==> src/rtl/afb_pkg.sv <==
`default_nettype none
package afb_pkg;

  localparam int ALLOWED_DEPTH = 128;
  localparam int BLOCKED_ADDR_DEPTH = 1024;
  localparam int BLOCKED_PORT_DEPTH = 128;

  localparam int AL_AW = (ALLOWED_DEPTH > 1) ? $clog2(ALLOWED_DEPTH) : 1;
  localparam int BA_AW = (BLOCKED_ADDR_DEPTH > 1) ? $clog2(BLOCKED_ADDR_DEPTH) : 1;
  localparam int BP_AW = (BLOCKED_PORT_DEPTH > 1) ? $clog2(BLOCKED_PORT_DEPTH) : 1;

  localparam int MAX_DEPTH0 = (ALLOWED_DEPTH > BLOCKED_ADDR_DEPTH) ?
                              ALLOWED_DEPTH : BLOCKED_ADDR_DEPTH;
  localparam int MAX_DEPTH = (MAX_DEPTH0 > BLOCKED_PORT_DEPTH) ?
                             MAX_DEPTH0 : BLOCKED_PORT_DEPTH;
  localparam int IDX_W = (MAX_DEPTH > 1) ? $clog2(MAX_DEPTH) : 1;

  localparam logic [IDX_W-1:0] CLEAR_LAST = IDX_W'(MAX_DEPTH - 1);
  localparam logic [IDX_W-1:0] AL_LAST = IDX_W'(ALLOWED_DEPTH - 1);
  localparam logic [IDX_W-1:0] BA_LAST = IDX_W'(BLOCKED_ADDR_DEPTH - 1);
  localparam logic [IDX_W-1:0] BP_LAST = IDX_W'(BLOCKED_PORT_DEPTH - 1);
  localparam logic [IDX_W:0] AL_LIM = (IDX_W + 1)'(ALLOWED_DEPTH);
  localparam logic [IDX_W:0] BA_LIM = (IDX_W + 1)'(BLOCKED_ADDR_DEPTH);
  localparam logic [IDX_W:0] BP_LIM = (IDX_W + 1)'(BLOCKED_PORT_DEPTH);

  localparam int ADDR_ENTRY_W = 33;
  localparam int PORT_ENTRY_W = 17;

  localparam logic [2:0] CMD_PACKET = 3'd0;
  localparam logic [2:0] CMD_ADD_ALLOW = 3'd1;
  localparam logic [2:0] CMD_DEL_ALLOW = 3'd2;
  localparam logic [2:0] CMD_ADD_BADDR = 3'd3;
  localparam logic [2:0] CMD_DEL_BADDR = 3'd4;
  localparam logic [2:0] CMD_ADD_BPORT = 3'd5;
  localparam logic [2:0] CMD_DEL_BPORT = 3'd6;
  localparam logic [2:0] CMD_READ_CNT = 3'd7;

  localparam logic [2:0] REASON_NOT_IPV4 = 3'd0;
  localparam logic [2:0] REASON_ALLOW = 3'd1;
  localparam logic [2:0] REASON_BLOCK_IP = 3'd2;
  localparam logic [2:0] REASON_NO_PORTS = 3'd3;
  localparam logic [2:0] REASON_BLOCK_PORT = 3'd4;
  localparam logic [2:0] REASON_DEFAULT = 3'd5;

  localparam logic [1:0] STATUS_OK = 2'd0;
  localparam logic [1:0] STATUS_FULL = 2'd1;
  localparam logic [1:0] STATUS_ABSENT = 2'd2;

  localparam int NUM_COUNTERS = 7;
  localparam int CNT_TOTAL = 0;
  localparam int CNT_DROP = 1;
  localparam int CNT_ACCEPT = 2;
  localparam int CNT_TCP = 3;
  localparam int CNT_UDP = 4;
  localparam int CNT_ICMP = 5;
  localparam int CNT_OTHER = 6;
  localparam logic [2:0] CNT_LAST_IDX = 3'(NUM_COUNTERS - 1);

  localparam logic [15:0] ETH_IPV4 = 16'h0800;
  localparam logic [3:0] IP_V4 = 4'd4;
  localparam logic [3:0] MIN_HDR_WORDS = 4'd5;
  localparam logic [7:0] PROTO_TCP = 8'd6;
  localparam logic [7:0] PROTO_UDP = 8'd17;
  localparam logic [7:0] PROTO_ICMP = 8'd1;

  localparam logic [1:0] PCL_TCP = 2'd0;
  localparam logic [1:0] PCL_UDP = 2'd1;
  localparam logic [1:0] PCL_ICMP = 2'd2;
  localparam logic [1:0] PCL_OTHER = 2'd3;

  localparam logic [1:0] TBL_ALLOW = 2'd0;
  localparam logic [1:0] TBL_BADDR = 2'd1;
  localparam logic [1:0] TBL_BPORT = 2'd2;

  typedef struct packed {
    logic [2:0]  cmd;
    logic [15:0] eth_type;
    logic [3:0]  ip_version;
    logic [3:0]  header_words;
    logic [7:0]  protocol;
    logic [31:0] src_ip;
    logic [31:0] dst_ip;
    logic [15:0] sport;
    logic [15:0] dport;
    logic        ports_present;
    logic [31:0] key;
    logic [2:0]  counter_index;
  } in_t;

  typedef struct packed {
    logic        verdict;
    logic [2:0]  reason;
    logic        counted;
    logic [1:0]  status;
    logic [63:0] counter_value;
  } out_t;

  typedef struct packed {
    logic [2:0]  cmd;
    logic        ipv4_ok;
    logic        port_check;
    logic [1:0]  pclass;
    logic [31:0] src_ip;
    logic [31:0] dst_ip;
    logic [15:0] sport;
    logic [15:0] dport;
    logic [31:0] key;
    logic [2:0]  counter_index;
  } job_t;

  typedef struct packed {
    logic full;
    logic empty;
  } q_stat_t;

  typedef enum logic [2:0] {
    ST_CLEAR,
    ST_IDLE,
    ST_ALLOW,
    ST_BADDR,
    ST_PORT,
    ST_TABLE,
    ST_RESP
  } state_t;

endpackage
`default_nettype wire

==> src/rtl/afb_queue.sv <==
`default_nettype none
module afb_queue (
  input  wire logic          clk,
  input  wire logic          rst,
  input  wire logic          push,
  input  wire afb_pkg::job_t wdata,
  input  wire logic          pop,
  output afb_pkg::job_t      rdata,
  output afb_pkg::q_stat_t   q_stat
);

  afb_pkg::job_t slot [2];
  logic       wptr;
  logic       rptr;
  logic [1:0] count;

  always_ff @(posedge clk) begin
    if (rst) begin
      wptr <= 1'b0;
      rptr <= 1'b0;
      count <= 2'd0;
    end else begin
      if (push) begin
        wptr <= !wptr;
      end
      if (pop) begin
        rptr <= !rptr;
      end
      count <= count + 2'(push) - 2'(pop);
    end
    if (push) begin
      slot[wptr] <= wdata;
    end
  end

  always_comb begin
    rdata = slot[rptr];
    q_stat.full = (count == 2'd2);
    q_stat.empty = (count == 2'd0);
  end

endmodule
`default_nettype wire

==> config.mk <==
export PLATFORM = sky130hd
export DESIGN_NAME = afb_queue
export DESIGN_NICKNAME = d
export VERILOG_FILES = /design/src/rtl/afb_pkg.sv /design/src/rtl/afb_queue.sv
export SDC_FILE = /design/constraint.sdc
export NUM_CORES = 1
export LEC_CHECK = 0
export BUFFER_PORTS_ARGS = -buffer_cell sky130_fd_sc_hd__buf_4
export CORE_ASPECT_RATIO = 1.75
export CORE_MARGIN = 1
export CORE_UTILIZATION = 30
export DETAILED_ROUTE_END_ITERATION = 8
export SYNTH_ARGS = -nofsm -noshare
export SYNTH_HDL_FRONTEND = slang
export SYNTH_SLANG_ARGS = --single-unit
==> constraint.sdc <==
create_clock -name clk -period 9.9 [get_ports clk]
set_input_delay 0.495 -clock clk [delete_from_list [all_inputs] [get_ports clk]]
set_output_delay 0.495 -clock clk [all_outputs]
set_load 0.05 [all_outputs]
==> reports/results.tsv <==
stage	metric	value	unit
critical_path	number of cells on the critical path	3	
floorplan	Die ar.	34840	sq um
route	WL/cell	17.55	um
final_layout	ratio of cells with drive above 1 in the final layout	0.6073	
clocking	H-tree depth	1	
critical_path	RR Endpoint	slot[1][13]	
critical_path	CP most frequent cell	buf_4	
timing	Final Hold Vio Count	0	
power_and_ir_drop	sw frac	0.2716	
timing	Worst Max-Slew Pin Slew	1.031	ns
critical_path	crit-path cells	buf_4 > mux2_2 > buf_4	
clocking	clk root buf	clkbuf_16	
critical_path	critical path class	flop to output port	
job	Max-Cap Viols	0	
clocking	CTS Sinks	281	
power_and_ir_drop	Leak	4.992	nW
clocking	hold_buf cts	0	
placed_design	Post-Place Setup Slack	7.069	ns
route	Pre-antenna DRT Iters	4	
power_and_ir_drop	Peak VDD IR	0.1820	mV
floorplan	Die Width	141.5	um
final_layout	commonest non-fill, non-tap cells in the layout	buf_4, edfxtp_1, mux2_2	
final_layout	Multi-input gate area	1673	sq um
clocking	cts bufs inserted	26	
power_and_ir_drop	power share of the combinational group	0.185	
synthesis	register area share after synthesis	0.8207	
critical_path	slowest stage delay, CP	0.69	ns
critical_path	Setup crit end	rdata[85]	
final_layout	Layout area overhead	33.25	%
timing	RSZ-0062 raised after global routing	no	
route	via total after detailed routing	5144	
grt	GRT Resource Usage Total	0.1199	
route	residual DRC count	0	
floorplan	core area	33630	sq um
critical_path	CP delay by family, top	buffers and inverters	
route	wl on met1	6628	um
timing	setup_tns	0	ns
critical_path	R2R setup slack	7.28	ns
synthesis	Yosys reg bits	281	
final_layout	commonest non-fill, non-tap cell in the layout	buf_4	
clocking	CTS tree	yes	
placed_design	PortBufs	281	
route	DRT iter0 DRCs	197	
timing	final hold slack	0.1457	ns
timing	Clock Skew	0.01070	ns
floorplan	Starting Density	0.3039	
route	WL met2	12570	um
timing	max_slew headroom	0.3126	
route	Routed Antenna Nets	0	
grt	largest net degree at the start of global routing	74	
final_layout	filler cell count	3130	
power_and_ir_drop	Clock power frac	0.330	
route	DR vias/cell	4.196	
grt	initial antenna violation count	2	
final_layout	register area	8392	sq um
synthesis	count of cell types in the netlist	12	
critical_path	CP Data Required Time	9.41	ns
power_and_ir_drop	P_int	2.118	mW
clocking	CTS Buffer Depth	3	
synthesis	Avg Cell Area, Syn	22.71	sq um
timing	fmax	332.4	MHz
critical_path	Worst EP arrival	2.51	ns
final_layout	Final #Nets	893	
synthesis	Post-Syn Area	10220	sq um
hold_path	worst hold path type	input pin to flop	
power_and_ir_drop	Net Switching	789.8	uW
placed_design	DP HPWL	14460	um
final_layout	final design utilization	0.4050	
timing	post-route minimum period	3.008	ns
timing	final worst slack	6.892	ns
timing	final slew viol count	0	
clocking	clock latency on the worst-skew pair	0.53	ns
floorplan	Die Y	246.2	um
critical_path	Critical path buffers and inverters	2	
timing	final setup vio count	0	
power_and_ir_drop	PwrDens	213.5	nW/um^2
critical_path	CP Max Fanout	59	
critical_path	crit path capture type	output port	
timing	fin crit share	0.3039	
route	Max Used Layer	met4	
power_and_ir_drop	Sequential Power Share	0.485	
synthesis	syn_nets	594	
grt	vias in the first global route	5497	
power_and_ir_drop	Tot Pwr	2.908	mW
route	Routed Wire Length	21520	um
grt	GR Overflow Total	0	
clocking	post-cts sizing count	0	
critical_path	worst r2r src	wptr	
floorplan	IO Pins	282	
critical_path	R2R depth	2	
floorplan	# rows	89	
clocking	clock-pin transition on the worst setup and hold timing paths	0.06	ns
critical_path	Worst Setup Start Kind	flop	
grt	first-pass GRT wire length	31060	um
critical_path	slowest CP cell	buf_4	
clocking	Setup Fix Bufs, Post-CTS	0	
synthesis	Yosys warning count	0	
placed_design	Final Wtd Congestion	0.7292	
synthesis	cells after synthesis	450	
outcome	status	finished, final reports clean	
route	metal3 WL	1403	um
## worst register-to-register path: cells and delay by family, from the launching register on
family                 cells  cell delay [ns]
buffers and inverters      1             0.95
AND/OR/NAND/NOR            1             0.78
flip-flops                 1             0.41
## worst min path at each step
stage	slack, ns	to	start	cells past startpoint
CTS	0.11	slot[1][54]	wdata[54]	1
detailed placement	0.51	rptr	rptr	2
global route	0.11	slot[0][37]	wdata[37]	1
global placement	0.50	rptr	rptr	2
floorplan	0.48	flop	rptr	2
finish	0.15	slot[1][54]	wdata[54]	1
## cell usage after synthesis
| master | number | area (sq um) |
|---|---|---|
| buf_2 | 1 | 5.000 |
| dfxtp_1 | 5 | 100.1 |
| edfxtp_1 | 276 | 8288 |
| buf_6 | 14 | 157.7 |
| mux2_2 | 138 | 1554 |
| xnor2_1 | 2 | 17.52 |
| nor2b_1 | 3 | 18.77 |
| and2_1 | 1 | 6.260 |
| xnor3_1 | 1 | 22.52 |
| inv_1 | 2 | 7.510 |
| ha_1 | 2 | 25.02 |
| nor2_1 | 5 | 18.77 |
## power groups by stage
stage / registers (mW) / logic [mW] / clock network, mW
2_1_floorplan: 1.44 / 0.371 / 0
3_3_place_gp: 1.43 / 0.544 / 0
3_5_place_dp: 1.44 / 0.546 / 0
4_1_cts: 1.41 / 0.548 / 0.996
5_1_grt: 1.42 / 0.563 / 1.03
6_report: 1.41 / 0.539 / 0.960
## cell type report
cell class | count | area share
multi-input combinational | 152 | 0.1228
inverter | 2 | 0.0005512
tap | 455 | 0.04180
timing repair buffer | 286 | 0.1576
clock buffer | 36 | 0.05356
sequential | 281 | 0.6162
clock inverter | 12 | 0.007074
antenna | 2 | 0.0003675
## metrics by stage
step                std cells  cell area [sq um]
floorplan                 450              10220
global placement         1176              12790
detailed placement       1176              12790
CTS                      1224              13610
global route             1226              13620
finish                   1226              13620
## per-layer routing
layer	GRT usage	vias up
met5	0	-
met4	0.06325	0
met3	0.02935	45
met2	0.2421	171
met1	0.1050	2546
li1	-	2382
## sequential cells by signal (all words and copies together), names as in the netlist, named ones only
register	flops
wptr	1
count	2
slot	276
rptr	1
## cells by family after synthesis
logic type	Yosys count	synth area share
xor+xnor	3	0.003917
simple gates	9	0.004285
buf+inv	17	0.01665
mux	138	0.1520
flops	281	0.8207
fa+ha+maj	2	0.002448
(Power assumes the default switching activity.)
