**src/rtl/afb_pkg.sv**
```systemverilog
`default_nettype none
package afb_pkg;

  localparam int ALLOWED_DEPTH = 128;
  localparam int BLOCKED_ADDR_DEPTH = 1024;
  localparam int BLOCKED_PORT_DEPTH = 128;

  localparam int AL_AW = (ALLOWED_DEPTH > 1) ? $clog2(ALLOWED_DEPTH) : 1;
  localparam int BA_AW = (BLOCKED_ADDR_DEPTH > 1) ? $clog2(BLOCKED_ADDR_DEPTH) : 1;
  localparam int BP_AW = (BLOCKED_PORT_DEPTH > 1) ? $clog2(BLOCKED_PORT_DEPTH) : 1;

  localparam int MAX_DEPTH0 = (ALLOWED_DEPTH > BLOCKED_ADDR_DEPTH) ?
                              ALLOWED_DEPTH : BLOCKED_ADDR_DEPTH;
  localparam int MAX_DEPTH = (MAX_DEPTH0 > BLOCKED_PORT_DEPTH) ?
                             MAX_DEPTH0 : BLOCKED_PORT_DEPTH;
  localparam int IDX_W = (MAX_DEPTH > 1) ? $clog2(MAX_DEPTH) : 1;

  localparam logic [IDX_W-1:0] CLEAR_LAST = IDX_W'(MAX_DEPTH - 1);
  localparam logic [IDX_W-1:0] AL_LAST = IDX_W'(ALLOWED_DEPTH - 1);
  localparam logic [IDX_W-1:0] BA_LAST = IDX_W'(BLOCKED_ADDR_DEPTH - 1);
  localparam logic [IDX_W-1:0] BP_LAST = IDX_W'(BLOCKED_PORT_DEPTH - 1);
  localparam logic [IDX_W:0] AL_LIM = (IDX_W + 1)'(ALLOWED_DEPTH);
  localparam logic [IDX_W:0] BA_LIM = (IDX_W + 1)'(BLOCKED_ADDR_DEPTH);
  localparam logic [IDX_W:0] BP_LIM = (IDX_W + 1)'(BLOCKED_PORT_DEPTH);

  localparam int ADDR_ENTRY_W = 33;
  localparam int PORT_ENTRY_W = 17;

  localparam logic [2:0] CMD_PACKET = 3'd0;
  localparam logic [2:0] CMD_ADD_ALLOW = 3'd1;
  localparam logic [2:0] CMD_DEL_ALLOW = 3'd2;
  localparam logic [2:0] CMD_ADD_BADDR = 3'd3;
  localparam logic [2:0] CMD_DEL_BADDR = 3'd4;
  localparam logic [2:0] CMD_ADD_BPORT = 3'd5;
  localparam logic [2:0] CMD_DEL_BPORT = 3'd6;
  localparam logic [2:0] CMD_READ_CNT = 3'd7;

  localparam logic [2:0] REASON_NOT_IPV4 = 3'd0;
  localparam logic [2:0] REASON_ALLOW = 3'd1;
  localparam logic [2:0] REASON_BLOCK_IP = 3'd2;
  localparam logic [2:0] REASON_NO_PORTS = 3'd3;
  localparam logic [2:0] REASON_BLOCK_PORT = 3'd4;
  localparam logic [2:0] REASON_DEFAULT = 3'd5;

  localparam logic [1:0] STATUS_OK = 2'd0;
  localparam logic [1:0] STATUS_FULL = 2'd1;
  localparam logic [1:0] STATUS_ABSENT = 2'd2;

  localparam int NUM_COUNTERS = 7;
  localparam int CNT_TOTAL = 0;
  localparam int CNT_DROP = 1;
  localparam int CNT_ACCEPT = 2;
  localparam int CNT_TCP = 3;
  localparam int CNT_UDP = 4;
  localparam int CNT_ICMP = 5;
  localparam int CNT_OTHER = 6;
  localparam logic [2:0] CNT_LAST_IDX = 3'(NUM_COUNTERS - 1);

  localparam logic [15:0] ETH_IPV4 = 16'h0800;
  localparam logic [3:0] IP_V4 = 4'd4;
  localparam logic [3:0] MIN_HDR_WORDS = 4'd5;
  localparam logic [7:0] PROTO_TCP = 8'd6;
  localparam logic [7:0] PROTO_UDP = 8'd17;
  localparam logic [7:0] PROTO_ICMP = 8'd1;

  localparam logic [1:0] PCL_TCP = 2'd0;
  localparam logic [1:0] PCL_UDP = 2'd1;
  localparam logic [1:0] PCL_ICMP = 2'd2;
  localparam logic [1:0] PCL_OTHER = 2'd3;

  localparam logic [1:0] TBL_ALLOW = 2'd0;
  localparam logic [1:0] TBL_BADDR = 2'd1;
  localparam logic [1:0] TBL_BPORT = 2'd2;

  typedef struct packed {
    logic [2:0]  cmd;
    logic [15:0] eth_type;
    logic [3:0]  ip_version;
    logic [3:0]  header_words;
    logic [7:0]  protocol;
    logic [31:0] src_ip;
    logic [31:0] dst_ip;
    logic [15:0] sport;
    logic [15:0] dport;
    logic        ports_present;
    logic [31:0] key;
    logic [2:0]  counter_index;
  } in_t;

  typedef struct packed {
    logic        verdict;
    logic [2:0]  reason;
    logic        counted;
    logic [1:0]  status;
    logic [63:0] counter_value;
  } out_t;

  typedef struct packed {
    logic [2:0]  cmd;
    logic        ipv4_ok;
    logic        port_check;
    logic [1:0]  pclass;
    logic [31:0] src_ip;
    logic [31:0] dst_ip;
    logic [15:0] sport;
    logic [15:0] dport;
    logic [31:0] key;
    logic [2:0]  counter_index;
  } job_t;

  typedef struct packed {
    logic full;
    logic empty;
  } q_stat_t;

  typedef enum logic [2:0] {
    ST_CLEAR,
    ST_IDLE,
    ST_ALLOW,
    ST_BADDR,
    ST_PORT,
    ST_TABLE,
    ST_RESP
  } state_t;

endpackage
`default_nettype wire

```
**src/rtl/afb_front.sv**
```systemverilog
`default_nettype none
module afb_front (
  input  wire logic          in_valid,
  input  wire afb_pkg::in_t  in_data,
  output logic               in_stall,
  input  wire afb_pkg::q_stat_t q_stat,
  output logic               push,
  output afb_pkg::job_t      job
);

  always_comb begin
    in_stall = q_stat.full;
    push = in_valid && !q_stat.full;

    job.cmd = in_data.cmd;
    job.ipv4_ok = (in_data.eth_type == afb_pkg::ETH_IPV4) &&
                  (in_data.ip_version == afb_pkg::IP_V4) &&
                  (in_data.header_words >= afb_pkg::MIN_HDR_WORDS);
    job.port_check = (in_data.protocol == afb_pkg::PROTO_TCP) ||
                     (in_data.protocol == afb_pkg::PROTO_UDP);
    if (in_data.protocol == afb_pkg::PROTO_TCP) begin
      job.pclass = afb_pkg::PCL_TCP;
    end else if (in_data.protocol == afb_pkg::PROTO_UDP) begin
      job.pclass = afb_pkg::PCL_UDP;
    end else if (in_data.protocol == afb_pkg::PROTO_ICMP) begin
      job.pclass = afb_pkg::PCL_ICMP;
    end else begin
      job.pclass = afb_pkg::PCL_OTHER;
    end
    job.src_ip = in_data.src_ip;
    job.dst_ip = in_data.dst_ip;
    job.sport = in_data.ports_present ? in_data.sport : 16'd0;
    job.dport = in_data.ports_present ? in_data.dport : 16'd0;
    // port commands key on the low half only
    if (in_data.cmd == afb_pkg::CMD_ADD_BPORT || in_data.cmd == afb_pkg::CMD_DEL_BPORT) begin
      job.key = {16'd0, in_data.key[15:0]};
    end else begin
      job.key = in_data.key;
    end
    job.counter_index = in_data.counter_index;
  end

endmodule
`default_nettype wire

```
**config.mk**
```make
export PLATFORM = sky130hd
export DESIGN_NAME = afb_front
export DESIGN_NICKNAME = d
export VERILOG_FILES = /design/src/rtl/afb_pkg.sv /design/src/rtl/afb_front.sv
export SDC_FILE = /design/constraint.sdc
export NUM_CORES = 1
export LEC_CHECK = 0
export BUFFER_PORTS_ARGS = -buffer_cell sky130_fd_sc_hd__buf_2
export CAP_MARGIN = 20
export CORE_AREA = 2 2 120 122
export DETAILED_ROUTE_END_ITERATION = 8
export DIE_AREA = 0 0 122 124
export SYNTH_ARGS = -nofsm -noshare
export SYNTH_HDL_FRONTEND = slang
export SYNTH_SLANG_ARGS = --single-unit
```
**constraint.sdc**
```tcl
create_clock -name vclk -period 1.4
set_clock_uncertainty 0.05 [all_clocks]
set_input_delay 0.14 -clock vclk [all_inputs]
set_output_delay 0.14 -clock vclk [all_outputs]
set_load 0.005 [all_outputs]
```
==> qor.txt, run 1 <==
actual slew at the worst max-slew pin = 0.4269 ns
number of global-route vias before repair = 922
fmax = 818.9 MHz
Final HPWL DP = 4.023 mm
largest net degree at the start of global routing = 33
post_cts resized = 0
n_diodes = 0
first-pass GRT wire length = 5.347 mm
WL per Instance = 11.27 um
crit path from = in_data[165]
NetSw = 125.8 uW
Routed WL = 4.416 mm
worst path arrival time = 1.03 ns
Final period util = 87.23%
Post CTS Setup Buffer Count = 0
MaxCap Viol Count = 0
clock network fraction of design power = 0%
Seq cells = 0
Final Util = 10.33%
Post-synth top cells = buf_4, and2_1, and2_4, and2_2, nor4_1
switch share = 37.32%
# clk buffers = 0
Worst VDD drop = 0.06881 mV
crit path to = job[19]
Flop pwr share = 0%
HP Class = in -> out
slowest stage cell on the critical path = and2_2
num ports = 310
Comb power frac = 100.0%
leak pwr = 0.0007754 uW
Final min period = 1.221 ns
RSZ-0062 raised after global routing = false
Core Area = 13720 sq um
routed vias = 1119
WS Path Type = in -> out
synth unique cells = 20
via density per instance = 2.855
Nets = 384
cell seen most often among critical-path stages = buf_2
Slew Viols, Final = 0
Post-DP Area = 1418 sq um
endpoint class of the critical path = output pin
cell-internal power = 211.3 uW
Hold Vio Cnt, Final = 0
CP cell instances = buf_2 > xor2_1 > nand2_2 > and2_2 > buf_2
most frequent cell after synthesis = buf_4
Routed Antenna Nets = 0
DIE WIDTH = 122 um
DRC viols = 0
HP Start = in_data[10]
Crit Path Max Fanout = 16
Setup crit start kind = input pin
slew margin rel. = 71.28%
Sequential Area = 0 sq um
initial antenna violation count = 0
Port Buffer Count = 143
post-synth top area share = 56.68%
Sum Neg Setup Slack = 0 ns
gp weighted congestion = 0.7097
max incr delay on CP = 0.25 ns
Rows = 43
post-synthesis cell count = 160
Area contributors post-synth = buf_4, and2_1, and2_4, and2_2, nor4_1
worst setup margin = 0.1788 ns
Synthesized Nets = 330
Layout area overhead = 23.02%
CTS Hold Buffers Added = 0
Power Density = 237.8 nW/um^2
starting density of the core = 8.399%
status = finished, final reports clean
worst slack, placed = 0.1699 ns
Syn Area/Cell = 7.202 sq um
Die Y = 124 um
global-route usage over all layers = 4.703%
Ys Warns = 0
1st-iter DRT viols = 8
1st-pass router iterations = 4
final instance area = 1418 sq um
final setup fails = 0
dominant cell type by area after synthesis = buf_4
ratio of cells with drive above 1 in the final layout = 75.47%
Post-Syn Area = 1152 sq um
Die Area = 15130 sq um
required time of the critical path = 1.21 ns
post-synthesis sequential area ratio = 0%
GR Overflow Total = 0
-- per-stage QoR --
| step | hold slack (ns) | power (uW) | std cells |
|---|---|---|---|
| 5_1_grt | 0.2300 | 373.4 | 392 |
| 2_1_floorplan | 0.2602 | 328.6 | 160 |
| 3_3_place_gp | 0.2300 | 339.5 | 392 |
| 3_5_place_dp | 0.2300 | 342.6 | 392 |
| 4_1_cts | 0.2300 | 344.2 | 392 |
| 6_report | 0.2300 | 337.2 | 392 |
-- power groups by stage --
stage	Sequential (uW)	Combinational, uW	Clock [uW]
floorplan	0	329	0
global placement	0	339	0
detailed placement	0	343	0
CTS	0	344	0
global route	0	373	0
finish	0	337	0
-- layout by cell type (no fill, tap or decap) --
master / Yosys / routed
nand3_1: 1 / 1
nor4b_1: 2 / 2
nor4bb_1: 1 / 1
and2_2: 6 / 6
o21ai_0: 2 / 2
nand2b_1: 1 / 1
o21a_1: 2 / 2
nand2_2: 1 / 1
nor2b_1: 1 / 1
nand3b_1: 2 / 2
xor2_1: 1 / 1
nor2_1: 1 / 1
and2_4: 10 / 10
nor3b_1: 1 / 1
o211ai_1: 1 / 1
and2_1: 32 / 32
buf_2: 0 / 143
nor4_1: 4 / 4
-- worst max-delay path: cells and delay by family --
family	cells	cell delay (ns)
simple gates	2	0.46
buf+inv	2	0.23
xor+xnor	1	0.20
-- area by class of cell --
class              count  area (sq um)
fillers             1650         12300
repair buffers       143         715.7
multi-input cells     69         476.7
well taps            180         225.2
-- how the worst min path moves through the flow --
stage,to,slack [ns],depth (start not counted)
floorplan,push,0.26,1
global placement,job[104],0.23,0
detailed placement,job[104],0.23,0
CTS,job[104],0.23,0
global route,job[101],0.23,0
finish,job[10],0.23,0
-- per-layer routing --
metal | up-vias | track usage [%] | share of wire [%]
li1 | 519 | - | -
met1 | 430 | 3.975 | 28
met2 | 132 | 7.088 | 43
met3 | 38 | 3.938 | 21
met4 | 0 | 3.879 | 8.2
met5 | - | 0 | 0
-- logic make-up after synthesis --
kind of cell	Yosys count	share of synthesized area [%]
AO/OA/AOI/OAI	5	2.823
XOR/XNOR	1	0.7602
buffers and inverters	91	58.63
AND/OR/NAND/NOR	63	37.78
Power figures use the tool's default switching activity.
==> inputs of run 2 (changes only) <==
Settings changed: ABC_AREA set to 1, CORE_AREA 2 2 120 122 to 2 2 121 123, DIE_AREA 0 0 122 124 to 0 0 123 125.
==> qor.txt, run 2 <==
post-synthesis sequential area ratio = 0% (unchanged)
CTS Hold Buffers Added = 0 (unchanged)
largest net degree at the start of global routing = 33 (unchanged)
RSZ-0062 raised after global routing = false
starting density of the core = 8.888% (+0.49 points)
WS Path Type = in -> out
worst path arrival time = 1.07 ns (+0.04 ns)
Core Area = 14200 sq um (+3.5%)
num ports = 310 (unchanged)
post-synthesis cell count = 241 (+51%)
most frequent cells in the layout = buf_2, inv_1, nand2_1
required time of the critical path = 1.21 ns (about the same)
post-synth top area share = 51.73% (-4.9 points)
MaxCap Viol Count = 0 (unchanged)
Slew Viols, Final = 0 (unchanged)
WL per Instance = 8.390 um (-26%)
Routed Antenna Nets = 0 (unchanged)
synth unique cells = 13 (-35%)
Post-synth top cells = buf_4, inv_1, nand2_1, nor2_1
Sum Neg Setup Slack = 0 ns (unchanged)
Final HPWL DP = 3.551 mm (-12%)
fmax = 793.7 MHz (-3.1%)
most frequent cell after synthesis = buf_4
via density per instance = 2.874 (+0.69%)
actual slew at the worst max-slew pin = 0.6896 ns (+0.2627 ns)
Worst VDD drop = 0.06790 mV (-1.3%)
placed cell count = 477 (+22%)
Post-Layout Cell Count = 477 (+22%)
Nets = 465 (+21%)
dominant cell type by area after synthesis = buf_4
1st-iter DRT viols = 21 (+13)
FILL cells = 1704 (+3.3%)
Rows = 44 (+2.3%)
Hold Vio Cnt, Final = 0 (unchanged)
post_cts resized = 0 (unchanged)
GR Overflow Total = 0 (unchanged)
Routed WL = 4.002 mm (-9.4%)
Ys Warns = 0 (unchanged)
first-pass GRT wire length = 4.961 mm (-7.2%)
global-route usage over all layers = 4.158% (-0.54 points)
gp weighted congestion = 0.6998 (-1.4%)
status = finished, final reports clean
Syn Area/Cell = 5.238 sq um (-27%)
endpoint class of the critical path = output pin
ratio of cells with drive above 1 in the final layout = 49.15% (-26 points)
leak pwr = 0.001172 uW (+51%)
Final period util = 89.99% (+2.8 points)
# clk buffers = 0 (unchanged)
multi-input logic area = 342.8 sq um (-28%)
Synthesized Nets = 411 (+25%)
HP Class = in -> out
most common cell after layout, fill and taps aside = buf_2
n_diodes = 0 (unchanged)
Seq cells = 0 (unchanged)
routed vias = 1371 (+23%)
Area contributors post-synth = buf_4, inv_1, nand2_1, nor2_1, buf_2
Crit Path Max Fanout = 16 (unchanged)
1st-pass router iterations = 4 (unchanged)
DIE WIDTH = 123 um (+0.82%)
Post-Syn Area = 1262 sq um (+9.6%)
Sequential Area = 0 sq um (unchanged)
slew margin rel. = 54.03% (-17 points)
initial antenna violation count = 0 (unchanged)
Die Area = 15380 sq um (+1.6%)
Layout area overhead = 21.11%
number of global-route vias before repair = 1099 (+19%)
Power Density = 213.9 nW/um^2 (-10%)
DRC viols = 0 (unchanged)
final setup fails = 0 (unchanged)
Post CTS Setup Buffer Count = 0 (unchanged)
Setup crit start kind = input pin
Die Y = 125 um (+0.81%)
Port Buffer Count = 143 (unchanged)
Final min period = 1.260 ns (+0.03864 ns)
[run 2: path summary, 6_finish.rpt]
| kind | startpoint | endpoint | slack, ns | cells after the start |
|---|---|---|---|---|
| max | in_data[165] | job[31] | 0.14 | 5 |
| min | in_data[112] | job[111] | 0.23 | 0 |
[run 2: through the flow]
stage / total power (uW) / util, % / worst slack [ns] / hold slack, ns / cell area (sq um)
detailed placement: 331.5 / 10.76 / 0.1093 / 0.2300 / 1529
finish: 327.0 / 10.76 / 0.1401 / 0.2300 / 1529
global route: 374.0 / 10.76 / 0.02183 / 0.2300 / 1529
CTS: 333.2 / 10.76 / 0.1050 / 0.2300 / 1529
global placement: 328.9 / 10.76 / 0.1432 / 0.2300 / 1529
floorplan: 320.6 / - / 0.5687 / 0.2611 / 1262
[run 2: critical path, cell delays in order]
cell and delay (ns):
buf_2 0.10, o21ai_1 0.08, a21oi_2 0.52, nor2_1 0.08, buf_2 0.15
[run 2: kinds of logic after synthesis]
logic type	synth area share, %
buffers and inverters	72.84
and+or+nand+nor	25.67
AOI/OAI and AO/OA	1.486
[run 2: cell type report]
cell class	count	area share, %
multi-input cells	86	22.42
repair buffers	143	46.81
well taps	184	15.06
inverters	64	15.71
[run 2: power breakdown]
group | internal, uW | leakage, uW | switching [uW]
Combinational | 178 | 0.00117 | 149
Sequential | 0 | 0 | 0
Clock | 0 | 0 | 0
Total | 178 | 0.00117 | 149
[run 2: layer usage]
layer,share of wire [%],global-route usage (%)
met1,28,2.643
met2,43,7.475
met3,18,2.327
met4,11,4.545
met5,0,0
